<file path="src/hw/rtl/bzs_pkg.sv">
// Shared types and constants for the quintic Bezier surface pixel shader.
// No dependencies; used by bezier_surface_pixel_shader.
package bzs_pkg;

    localparam int GRID_SIDE      = 4;
    localparam int POINT_COUNT    = GRID_SIDE * GRID_SIDE;
    localparam int INDEX_BITS_DEF = 8;
    localparam int FRAC           = 16;
    localparam int SUM_FRAC       = 40;

    // shared multiplier and accumulator widths
    localparam int MUL_A_W = 21;
    localparam int MUL_B_W = 34;
    localparam int PROD_W  = MUL_A_W + MUL_B_W;
    localparam int INNER_W = 34;
    localparam int ACC_W   = 50;
    localparam int WGT_W   = 20;

    localparam int CNT_RESET   = 160;
    localparam int ROWS_RESET  = 120;
    localparam int RED_RESET   = 11;
    localparam int GREEN_RESET = 5;
    localparam int BLUE_RESET  = 0;

    typedef enum logic [2:0] {
        REG_COLUMN_COUNT = 3'd0,
        REG_ROW_COUNT    = 3'd1,
        REG_RED_SHIFT    = 3'd2,
        REG_GREEN_SHIFT  = 3'd3,
        REG_BLUE_SHIFT   = 3'd4,
        REG_OMIT_BLUE    = 3'd5
    } reg_index_t;

    typedef enum logic [2:0] {
        ST_IDLE,
        ST_DIV,
        ST_POW,
        ST_MAC,
        ST_DONE
    } state_t;

    // power and weight micro-ops
    typedef enum logic [3:0] {
        OP_T2 = 4'd0,
        OP_T3 = 4'd1,
        OP_T4 = 4'd2,
        OP_U2 = 4'd3,
        OP_U3 = 4'd4,
        OP_U4 = 4'd5,
        OP_W1 = 4'd6,
        OP_W2 = 4'd7,
        OP_W3 = 4'd8,
        OP_W4 = 4'd9
    } op_t;

    localparam logic FUNC_WRITE = 1'b0;
    localparam logic FUNC_EVAL  = 1'b1;

endpackage

</file>
<file path="src/hw/rtl/bezier_surface_pixel_shader.sv">
// Quintic Bezier surface pixel shader: 4x4 control grid, one shared multiplier.
// Depends on bzs_pkg.
// An evaluate beat runs a bit-serial division and the power/weight products for the column,
// then for the row, then the multiply-accumulates over the control grid and the output
// beat; the divider and the single multiplier are shared. A write beat stores one control
// point and gives no result.
// Reset (rst_n, async, active low) clears control points and loads register defaults.
module bezier_surface_pixel_shader #(
    parameter int INDEX_BITS = bzs_pkg::INDEX_BITS_DEF
) (
    input  logic                  clk,
    input  logic                  rst_n,
    // config port
    input  logic                  psel,
    input  logic                  penable,
    input  logic                  pwrite,
    input  logic [4:0]            paddr,
    input  logic [31:0]           pwdata,
    output logic [31:0]           prdata,
    output logic                  pready,
    // input channel
    input  logic                  in_valid,
    output logic                  in_stall,
    input  logic                  func,
    input  logic [INDEX_BITS-1:0] col,
    input  logic [INDEX_BITS-1:0] row,
    input  logic [3:0]            point_index,
    input  logic signed [15:0]    point_value,
    // output channel
    output logic                  out_valid,
    input  logic                  out_stall,
    output logic [15:0]           pixel,
    output logic [4:0]            intensity
);

    localparam int DW    = INDEX_BITS + bzs_pkg::FRAC;
    localparam int CNT_W = $clog2(DW);
    localparam logic signed [bzs_pkg::ACC_W-1:0] LEVEL3 =
        bzs_pkg::ACC_W'(3) << bzs_pkg::SUM_FRAC;
    localparam logic signed [bzs_pkg::ACC_W-1:0] LEVEL31 =
        bzs_pkg::ACC_W'(31) << bzs_pkg::SUM_FRAC;

    // config registers
    logic [8:0] column_count_reg, row_count_reg;
    logic [3:0] red_shift_reg, green_shift_reg, blue_shift_reg;
    logic       omit_blue_reg;
    logic       cfg_wr;

    bzs_pkg::state_t state_reg, state_next;
    logic signed [15:0] cp_reg [bzs_pkg::POINT_COUNT];

    logic [DW-1:0]   dvd_reg;
    logic [8:0]      rem_reg;
    logic [CNT_W-1:0] cnt_reg;
    logic            axis_reg;
    logic [INDEX_BITS-1:0] row_reg;
    logic [15:0]     t_reg;
    logic [16:0]     u_reg;
    logic [15:0]     tp2_reg, tp3_reg, tp4_reg;
    logic [16:0]     up2_reg, up3_reg, up4_reg;
    logic [bzs_pkg::WGT_W-1:0] wx_reg [bzs_pkg::GRID_SIDE];
    logic [bzs_pkg::WGT_W-1:0] wy_reg [bzs_pkg::GRID_SIDE];
    bzs_pkg::op_t    op_reg;
    logic            phase_reg;
    logic [1:0]      i_reg;
    logic [2:0]      j_reg;
    logic signed [bzs_pkg::PROD_W-1:0]  prod_reg;
    logic signed [bzs_pkg::INNER_W-1:0] inner_reg;
    logic signed [bzs_pkg::ACC_W-1:0]   sum_reg;

    logic        out_valid_reg;
    logic [15:0] pixel_reg;
    logic [4:0]  intensity_reg;

    logic in_fire, eval_fire, out_load;

    // divider step
    logic [8:0]    div_c;
    logic [9:0]    rem_sh;
    logic          q_bit;
    logic [DW-1:0] dvd_new;
    logic [8:0]    rem_new;
    logic [15:0]   t_new;
    logic          div_last;

    logic signed [bzs_pkg::MUL_A_W-1:0] mul_a;
    logic signed [bzs_pkg::MUL_B_W-1:0] mul_b;
    logic [15:0] prod_hi;
    logic [bzs_pkg::WGT_W-1:0] wgt_val;
    logic [1:0] wgt_idx;

    logic [4:0]  level;
    logic [15:0] base;
    logic [20:0] pix_full;

    assign pready   = 1'b1;
    assign cfg_wr   = psel && penable && pwrite && pready;
    assign in_stall = (state_reg != bzs_pkg::ST_IDLE);
    assign in_fire  = in_valid && !in_stall;
    assign eval_fire = in_fire && (func == bzs_pkg::FUNC_EVAL);
    assign out_load = (state_reg == bzs_pkg::ST_DONE) && (!out_valid_reg || !out_stall);
    assign out_valid = out_valid_reg;
    assign pixel     = pixel_reg;
    assign intensity = intensity_reg;

    always_ff @(posedge clk or negedge rst_n)
    begin
        if (!rst_n)
        begin
            column_count_reg <= 9'(bzs_pkg::CNT_RESET);
            row_count_reg    <= 9'(bzs_pkg::ROWS_RESET);
            red_shift_reg    <= 4'(bzs_pkg::RED_RESET);
            green_shift_reg  <= 4'(bzs_pkg::GREEN_RESET);
            blue_shift_reg   <= 4'(bzs_pkg::BLUE_RESET);
            omit_blue_reg    <= 1'b0;
        end
        else if (cfg_wr)
        begin
            case (paddr[4:2])
                bzs_pkg::REG_COLUMN_COUNT: column_count_reg <= pwdata[8:0];
                bzs_pkg::REG_ROW_COUNT:    row_count_reg    <= pwdata[8:0];
                bzs_pkg::REG_RED_SHIFT:    red_shift_reg    <= pwdata[3:0];
                bzs_pkg::REG_GREEN_SHIFT:  green_shift_reg  <= pwdata[3:0];
                bzs_pkg::REG_BLUE_SHIFT:   blue_shift_reg   <= pwdata[3:0];
                bzs_pkg::REG_OMIT_BLUE:    omit_blue_reg    <= pwdata[0];
                default: ;
            endcase
        end
    end

    always_comb
    begin
        case (paddr[4:2])
            bzs_pkg::REG_COLUMN_COUNT: prdata = 32'(column_count_reg);
            bzs_pkg::REG_ROW_COUNT:    prdata = 32'(row_count_reg);
            bzs_pkg::REG_RED_SHIFT:    prdata = 32'(red_shift_reg);
            bzs_pkg::REG_GREEN_SHIFT:  prdata = 32'(green_shift_reg);
            bzs_pkg::REG_BLUE_SHIFT:   prdata = 32'(blue_shift_reg);
            bzs_pkg::REG_OMIT_BLUE:    prdata = 32'(omit_blue_reg);
            default:                   prdata = 32'd0;
        endcase
    end

    // restoring divider, one quotient bit per cycle; a zero count acts as one
    always_comb
    begin
        div_c    = axis_reg ? row_count_reg : column_count_reg;
        if (div_c == 9'd0)
        begin
            div_c = 9'd1;
        end
        rem_sh   = {rem_reg, dvd_reg[DW-1]};
        q_bit    = (rem_sh >= {1'b0, div_c});
        rem_new  = q_bit ? 9'(rem_sh - {1'b0, div_c}) : rem_sh[8:0];
        dvd_new  = {dvd_reg[DW-2:0], q_bit};
        t_new    = (|dvd_new[DW-1:bzs_pkg::FRAC]) ? 16'hFFFF : dvd_new[15:0];
        div_last = (cnt_reg == CNT_W'(DW - 1));
    end

    // operand select for the shared multiplier
    always_comb
    begin
        mul_a = '0;
        mul_b = '0;
        if (state_reg == bzs_pkg::ST_POW)
        begin
            case (op_reg)
                bzs_pkg::OP_T2: begin mul_a = 21'(t_reg);   mul_b = 34'(t_reg);   end
                bzs_pkg::OP_T3: begin mul_a = 21'(tp2_reg); mul_b = 34'(t_reg);   end
                bzs_pkg::OP_T4: begin mul_a = 21'(tp3_reg); mul_b = 34'(t_reg);   end
                bzs_pkg::OP_U2: begin mul_a = 21'(u_reg);   mul_b = 34'(u_reg);   end
                bzs_pkg::OP_U3: begin mul_a = 21'(up2_reg); mul_b = 34'(u_reg);   end
                bzs_pkg::OP_U4: begin mul_a = 21'(up3_reg); mul_b = 34'(u_reg);   end
                bzs_pkg::OP_W1: begin mul_a = 21'(t_reg);   mul_b = 34'(up4_reg); end
                bzs_pkg::OP_W2: begin mul_a = 21'(tp2_reg); mul_b = 34'(up3_reg); end
                bzs_pkg::OP_W3: begin mul_a = 21'(tp3_reg); mul_b = 34'(up2_reg); end
                bzs_pkg::OP_W4: begin mul_a = 21'(tp4_reg); mul_b = 34'(u_reg);   end
                default: ;
            endcase
        end
        else if (state_reg == bzs_pkg::ST_MAC)
        begin
            if (j_reg == 3'd4)
            begin
                mul_a = 21'(wx_reg[i_reg]);
                mul_b = inner_reg;
            end
            else
            begin
                mul_a = 21'(wy_reg[j_reg[1:0]]);
                mul_b = 34'(cp_reg[{i_reg, j_reg[1:0]}]);
            end
        end
    end

    // binomial factor: 5 for the outer weights, 10 for the middle ones
    always_comb
    begin
        prod_hi = prod_reg[31:16];
        wgt_idx = 2'(op_reg - bzs_pkg::OP_W1);
        if (wgt_idx == 2'd0 || wgt_idx == 2'd3)
        begin
            wgt_val = (20'(prod_hi) << 2) + 20'(prod_hi);
        end
        else
        begin
            wgt_val = (20'(prod_hi) << 3) + (20'(prod_hi) << 1);
        end
    end

    always_ff @(posedge clk or negedge rst_n)
    begin
        if (!rst_n)
        begin
            state_reg <= bzs_pkg::ST_IDLE;
            for (int k = 0; k < bzs_pkg::POINT_COUNT; k++)
            begin
                cp_reg[k] <= '0;
            end
        end
        else
        begin
            state_reg <= state_next;
            if (in_fire && func == bzs_pkg::FUNC_WRITE)
            begin
                cp_reg[point_index] <= point_value;
            end
        end
    end

    always_comb
    begin
        state_next = state_reg;
        case (state_reg)
            bzs_pkg::ST_IDLE: if (eval_fire) state_next = bzs_pkg::ST_DIV;
            bzs_pkg::ST_DIV:  if (div_last) state_next = bzs_pkg::ST_POW;
            bzs_pkg::ST_POW:
                if (phase_reg && op_reg == bzs_pkg::OP_W4)
                begin
                    state_next = axis_reg ? bzs_pkg::ST_MAC : bzs_pkg::ST_DIV;
                end
            bzs_pkg::ST_MAC:
                if (phase_reg && j_reg == 3'd4 && i_reg == 2'd3)
                begin
                    state_next = bzs_pkg::ST_DONE;
                end
            bzs_pkg::ST_DONE: if (out_load) state_next = bzs_pkg::ST_IDLE;
            default: state_next = bzs_pkg::ST_IDLE;
        endcase
    end

    // datapath
    always_ff @(posedge clk)
    begin
        case (state_reg)
            bzs_pkg::ST_IDLE:
            begin
                dvd_reg   <= {col, 16'd0};
                rem_reg   <= '0;
                cnt_reg   <= '0;
                axis_reg  <= 1'b0;
                row_reg   <= row;
                inner_reg <= '0;
                sum_reg   <= '0;
                phase_reg <= 1'b0;
                op_reg    <= bzs_pkg::OP_T2;
                i_reg     <= '0;
                j_reg     <= '0;
            end
            bzs_pkg::ST_DIV:
            begin
                dvd_reg <= dvd_new;
                rem_reg <= rem_new;
                cnt_reg <= cnt_reg + 1'b1;
                if (div_last)
                begin
                    t_reg     <= t_new;
                    u_reg     <= 17'h10000 - 17'(t_new);
                    phase_reg <= 1'b0;
                    op_reg    <= bzs_pkg::OP_T2;
                end
            end
            bzs_pkg::ST_POW:
            begin
                phase_reg <= !phase_reg;
                if (!phase_reg)
                begin
                    prod_reg <= mul_a * mul_b;
                end
                else
                begin
                    case (op_reg)
                        bzs_pkg::OP_T2: tp2_reg <= prod_reg[31:16];
                        bzs_pkg::OP_T3: tp3_reg <= prod_reg[31:16];
                        bzs_pkg::OP_T4: tp4_reg <= prod_reg[31:16];
                        bzs_pkg::OP_U2: up2_reg <= prod_reg[32:16];
                        bzs_pkg::OP_U3: up3_reg <= prod_reg[32:16];
                        bzs_pkg::OP_U4: up4_reg <= prod_reg[32:16];
                        default:
                            if (axis_reg)
                            begin
                                wy_reg[wgt_idx] <= wgt_val;
                            end
                            else
                            begin
                                wx_reg[wgt_idx] <= wgt_val;
                            end
                    endcase
                    op_reg <= bzs_pkg::op_t'(op_reg + 4'd1);
                    if (op_reg == bzs_pkg::OP_W4)
                    begin
                        // weights done: set up the row division, which runs only after the x weights
                        dvd_reg  <= {row_reg, 16'd0};
                        rem_reg  <= '0;
                        cnt_reg  <= '0;
                        axis_reg <= 1'b1;
                    end
                end
            end
            bzs_pkg::ST_MAC:
            begin
                phase_reg <= !phase_reg;
                if (!phase_reg)
                begin
                    prod_reg <= mul_a * mul_b;
                end
                else if (j_reg == 3'd4)
                begin
                    sum_reg   <= sum_reg + $signed(prod_reg[bzs_pkg::ACC_W-1:0]);
                    inner_reg <= '0;
                    j_reg     <= '0;
                    i_reg     <= i_reg + 1'b1;
                end
                else
                begin
                    inner_reg <= inner_reg + $signed(prod_reg[bzs_pkg::INNER_W-1:0]);
                    j_reg     <= j_reg + 1'b1;
                end
            end
            default: ;
        endcase
    end

    // clamp, mask with 30, scale by the color base
    always_comb
    begin
        if (sum_reg <= 0)
        begin
            level = 5'd0;
        end
        else if (sum_reg < LEVEL3)
        begin
            level = 5'd3;
        end
        else if (sum_reg > LEVEL31)
        begin
            level = 5'd31;
        end
        else
        begin
            level = sum_reg[bzs_pkg::SUM_FRAC+4:bzs_pkg::SUM_FRAC];
        end
        level = level & 5'd30;
        base  = (16'd1 << red_shift_reg) + (16'd1 << green_shift_reg)
              + (omit_blue_reg ? 16'd0 : (16'd1 << blue_shift_reg));
        pix_full = 21'(base) * 21'(level);
    end

    always_ff @(posedge clk or negedge rst_n)
    begin
        if (!rst_n)
        begin
            out_valid_reg <= 1'b0;
        end
        else if (out_load)
        begin
            out_valid_reg <= 1'b1;
        end
        else if (!out_stall)
        begin
            out_valid_reg <= 1'b0;
        end
    end

    always_ff @(posedge clk)
    begin
        if (out_load)
        begin
            pixel_reg     <= pix_full[15:0];
            intensity_reg <= level;
        end
    end

    a_out_from_done: assert property (@(posedge clk) disable iff (!rst_n)
        $rose(out_valid) |-> $past(state_reg == bzs_pkg::ST_DONE))
        else $error("result beat raised outside the done state");

    a_even_level: assert property (@(posedge clk) disable iff (!rst_n)
        out_valid |-> (intensity[0] == 1'b0))
        else $error("intensity has its low bit set");

    a_mac_bounds: assert property (@(posedge clk) disable iff (!rst_n)
        (state_reg == bzs_pkg::ST_MAC) |-> (j_reg <= 3'd4))
        else $error("accumulate step index out of range");

    a_busy_stalls: assert property (@(posedge clk) disable iff (!rst_n)
        eval_fire |=> in_stall)
        else $error("evaluate beat did not block the input");

endmodule
</file>
<file path="config.mk">
export PLATFORM = sky130hd
export DESIGN_NAME = bezier_surface_pixel_shader
export DESIGN_NICKNAME = d
export VERILOG_FILES = /design/src/hw/rtl/bzs_pkg.sv /design/src/hw/rtl/bezier_surface_pixel_shader.sv
export SDC_FILE = /design/constraint.sdc
export NUM_CORES = 2
export LEC_CHECK = 0
export ABC_AREA = 1
export BUFFER_PORTS_ARGS = -buffer_cell sky130_fd_sc_hd__buf_2
export CAP_MARGIN = 40
export CORE_ASPECT_RATIO = 0.7
export CORE_MARGIN = 1
export CORE_UTILIZATION = 55
export DETAILED_ROUTE_END_ITERATION = 16
export GPL_TIMING_DRIVEN = 0
export PLACE_DENSITY = 0.68
export SLEW_MARGIN = 25
export SYNTH_ARGS = -nofsm -noshare
export SYNTH_HDL_FRONTEND = slang
export SYNTH_SLANG_ARGS = --single-unit
</file>
<file path="constraint.sdc">
create_clock -name clk -period 11.1 [get_ports clk]
set_clock_uncertainty 0.05 [all_clocks]
set_input_delay 0 -clock clk [delete_from_list [all_inputs] [get_ports clk]]
set_output_delay 0 -clock clk [all_outputs]
set_load 0.01 [all_outputs]
</file>
==> results.json <==
{
  "status": "finished, final reports clean",
  "gr-usage-met3_pct": 18.7,
  "start_util_pct": 55.5,
  "clock_latency_ns": 0.71,
  "dpl.hpwl_um": 189000,
  "largest_reg_flops": 256,
  "worst_slew_pin_slew_ns": 1.16,
  "p_per_area_nw_per_um2": 90.1,
  "cts_tree": "done",
  "grt_use_met2_pct": 49.3,
  "r2r_end": "prod_reg[46]",
  "critical_path_class": "register to register",
  "fin_area_um2": 72100,
  "cts.sinks": 796,
  "rr_worst_depth": 33,
  "hp-start": "pwdata[4]",
  "crit_arrival_ns": 11.31,
  "synth-edff-count": 501,
  "wl_per_cell_um": 25.3,
  "post-place-ws_ns": -0.0909,
  "area_delta_synth_final_pct": 11.0,
  "grt_pass1_vias": 53100,
  "vias_per_cell": 5.97,
  "numCtsBuffers": 81,
  "cp-startpoint": "j_reg[0]",
  "setup_viol": 0,
  "syn-cell-area_um2": 65000,
  "core_um2": 117000,
  "gr-total-overflow": 0,
  "cp.required_ns": 11.49,
  "cellLeakagePower_nw": 32.1,
  "r2r_slack_ns": 0.19,
  "report.final.slew_viol_count": 0,
  "rows": 105,
  "fmax_mhz": 91.6,
  "io_buffers": 85,
  "r2r_start": "j_reg[0]",
  "ys_warn_count": 0,
  "syn_inst": 7479,
  "grtUsageTotal_pct": 40.1,
  "drive_above_1_share_pct": 7.38,
  "p_total_w": 0.00650,
  "cp-endpoint": "prod_reg[46]",
  "dr_total_vias": 56300,
  "hold_violations": 0,
  "drtAntennaViolNets": 0,
  "die_w_um": 413,
  "pin_count": 137,
  "synth.distinct_cells": 70,
  "cp_max_fo": 10,
  "num-fill-cells": 10300,
  "seq_area_um2": 22400,
  "min_period_over_period_pct": 98.3,
  "cp-end-kind": "register",
  "synth-seq-cells": 796,
  "drc": 0,
  "crit_path_frequent_cell": "fa_1",
  "cp_slowest_stage_delay_ns": 0.63,
  "startpoint_type": "register",
  "gp_congestion": 1.03,
  "critPathSlowestCell": "fa_1",
  "relSlewSlack_pct": 23.0,
  "dieArea_um2": 120000,
  "drt_wl_total_um": 238000,
  "final_core_util_pct": 61.5,
  "firstDrtPassIters": 6,
  "async_flop_share_pct": 36.6,
  "synth.avg_cell_area_um2": 8.69,
  "ys_seq_area_share_pct": 34.5,
  "top_usage_layer": "met1",
  "synth_area_leader_cell": "edfxtp_1",
  "layout.nets": 8833,
  "die_h_um": 290,
  "grt_setup_unrepaired": "no",
  "synth_area_leaders": "edfxtp_1, fa_1, dfrtp_1",
  "dpl_cell_area_um2": 68100,
  "grt_pass1_wl_um": 349000,
  "clockBufferDepth": 3,
  "synth_ff_type": "edfxtp_1",
  "clk_pin_slew_ns": 0.07,
  "finalCriticalPeriod_ns": 10.91,
  "synth.top_cell.area_share_pct": 23.1,
  "maxCapViolations": 0,
  "worst_slack_ns": 0.185,
  "grt_max_degree": 90,
  "grtUsageMet1_pct": 62.5,
  "drt-initial-drc-count": 8394,
  "htreeDepth": 3,
  "hp-class": "primary input to register",
  "cts-root-buf": "clkbuf_16",
  "peakVddDrop_mv": 0.131,
  "multi_input_area_um2": 36600,
  "antenna_found_initial": 4
}
## stage by stage
step                      hold WS [ns]  cells  TNS [ns]
after floorplan                 -0.346   7503         0
after global placement           0.128   9139    -0.956
after detailed placement        -0.117   9175   -0.0909
after CTS                       0.0359   9403         0
after global routing            0.0926   9432         0
final                           0.0733   9433         0
## cells in the mapped netlist, drive strengths merged (11+ instances only)
master  count
a221oi     20
fa        670
edfxtp    501
ha        270
nand3     171
a21o       24
o211ai     18
a21boi     15
xnor2      39
buf       165
nor2      902
o21a       26
xor2       74
o21bai     26
dfstp      11
a31oi      35
nand2    1436
o221ai     24
a21oi     322
o21ai     742
nand4      45
inv      1252
dfrtp     280
nor3       50
a22o       17
clkbuf    155
o22ai      95
nor4       16
## worst max-delay path: cells and delay by family (launching register included)
family          cells  cell delay [ns]
fa+ha+maj           9             4.35
buf+inv            12             2.67
simple gates        9             2.45
flops               1             0.51
compound gates      2             0.39
xor+xnor            1             0.16
## how the worst min path moves through the flow
stage | to | slack (ns) | cells past startpoint
finish | row_count_reg[4] | 0.07 | 4
global route | row_count_reg[4] | 0.09 | 4
CTS | row_count_reg[4] | 0.04 | 4
detailed placement | cp_reg[205] | -0.12 | 1
global placement | row_reg[3] | 0.13 | 1
floorplan | blue_shift_reg[0] | -0.35 | 0
## metal layers
metal | vias up | wire (um)
li1 | 24600 | -
met1 | 27600 | 104000
met2 | 3825 | 86300
met3 | 322 | 42600
met4 | 6 | 4890
met5 | - | 270
## cell usage in the layout (no fill, tap or decap), types with 74 or more instances in the layout
cell type / instances
a21oi_1: 306
buf_2: 198
clkbuf_1: 162
clkbuf_16: 81
dfrtp_1: 280
dlygate4sd3_1: 75
edfxtp_1: 501
fa_1: 670
ha_1: 270
inv_1: 1208
nand2_1: 1422
nand3_1: 167
nor2_1: 870
o21ai_0: 710
o22ai_1: 95
xor2_1: 74
## logic make-up (layout without fill, tap and decap cells)
family                   count (synthesis)  count (layout)  synth area share (%)
other                                    2              27                0.0116
AO/OA/AOI/OAI                         1403            1403                  12.1
multiplexers                             4               4                0.0809
XOR/XNOR                               113             113                  1.52
AND/OR/NAND/NOR                       2643            2643                  16.3
flip-flops                             796             796                  34.5
buffers and inverters                 1578            1956                  9.65
adder cells (fa/ha/maj)                940             940                  25.8
## area by class of cell
class | instances | share of cell area (%)
Multi-Input combinational cell | 5129 | 50.7
Sequential cell | 796 | 31.1
Inverter | 1258 | 6.55
Clock buffer | 93 | 2.90
Timing Repair Buffer | 226 | 2.81
Tap cell | 1551 | 2.69
Buffer | 320 | 2.16
Clock inverter | 59 | 1.09
Antenna cell | 1 | 0.00347
## where the power goes
| part | leakage [nW] | internal, W | total (W) | switching [W] |
|---|---|---|---|---|
| clock | 1.36 | 0.00169 | 0.00301 | 0.00132 |
| combinational | 21.9 | 0.000106 | 0.000314 | 0.000208 |
| sequential | 8.76 | 0.00315 | 0.00317 | 0.0000205 |
## timing repair
action,4_1_cts,5_1_grt
buffers inserted,0,6
resized for setup,1,9
endpoints found under the hold margin,390,0
hold buffers,76,0
pin swaps,0,2
setup endpoints to repair,1,11
No activity file was read; power rests on OpenSTA's default activity.
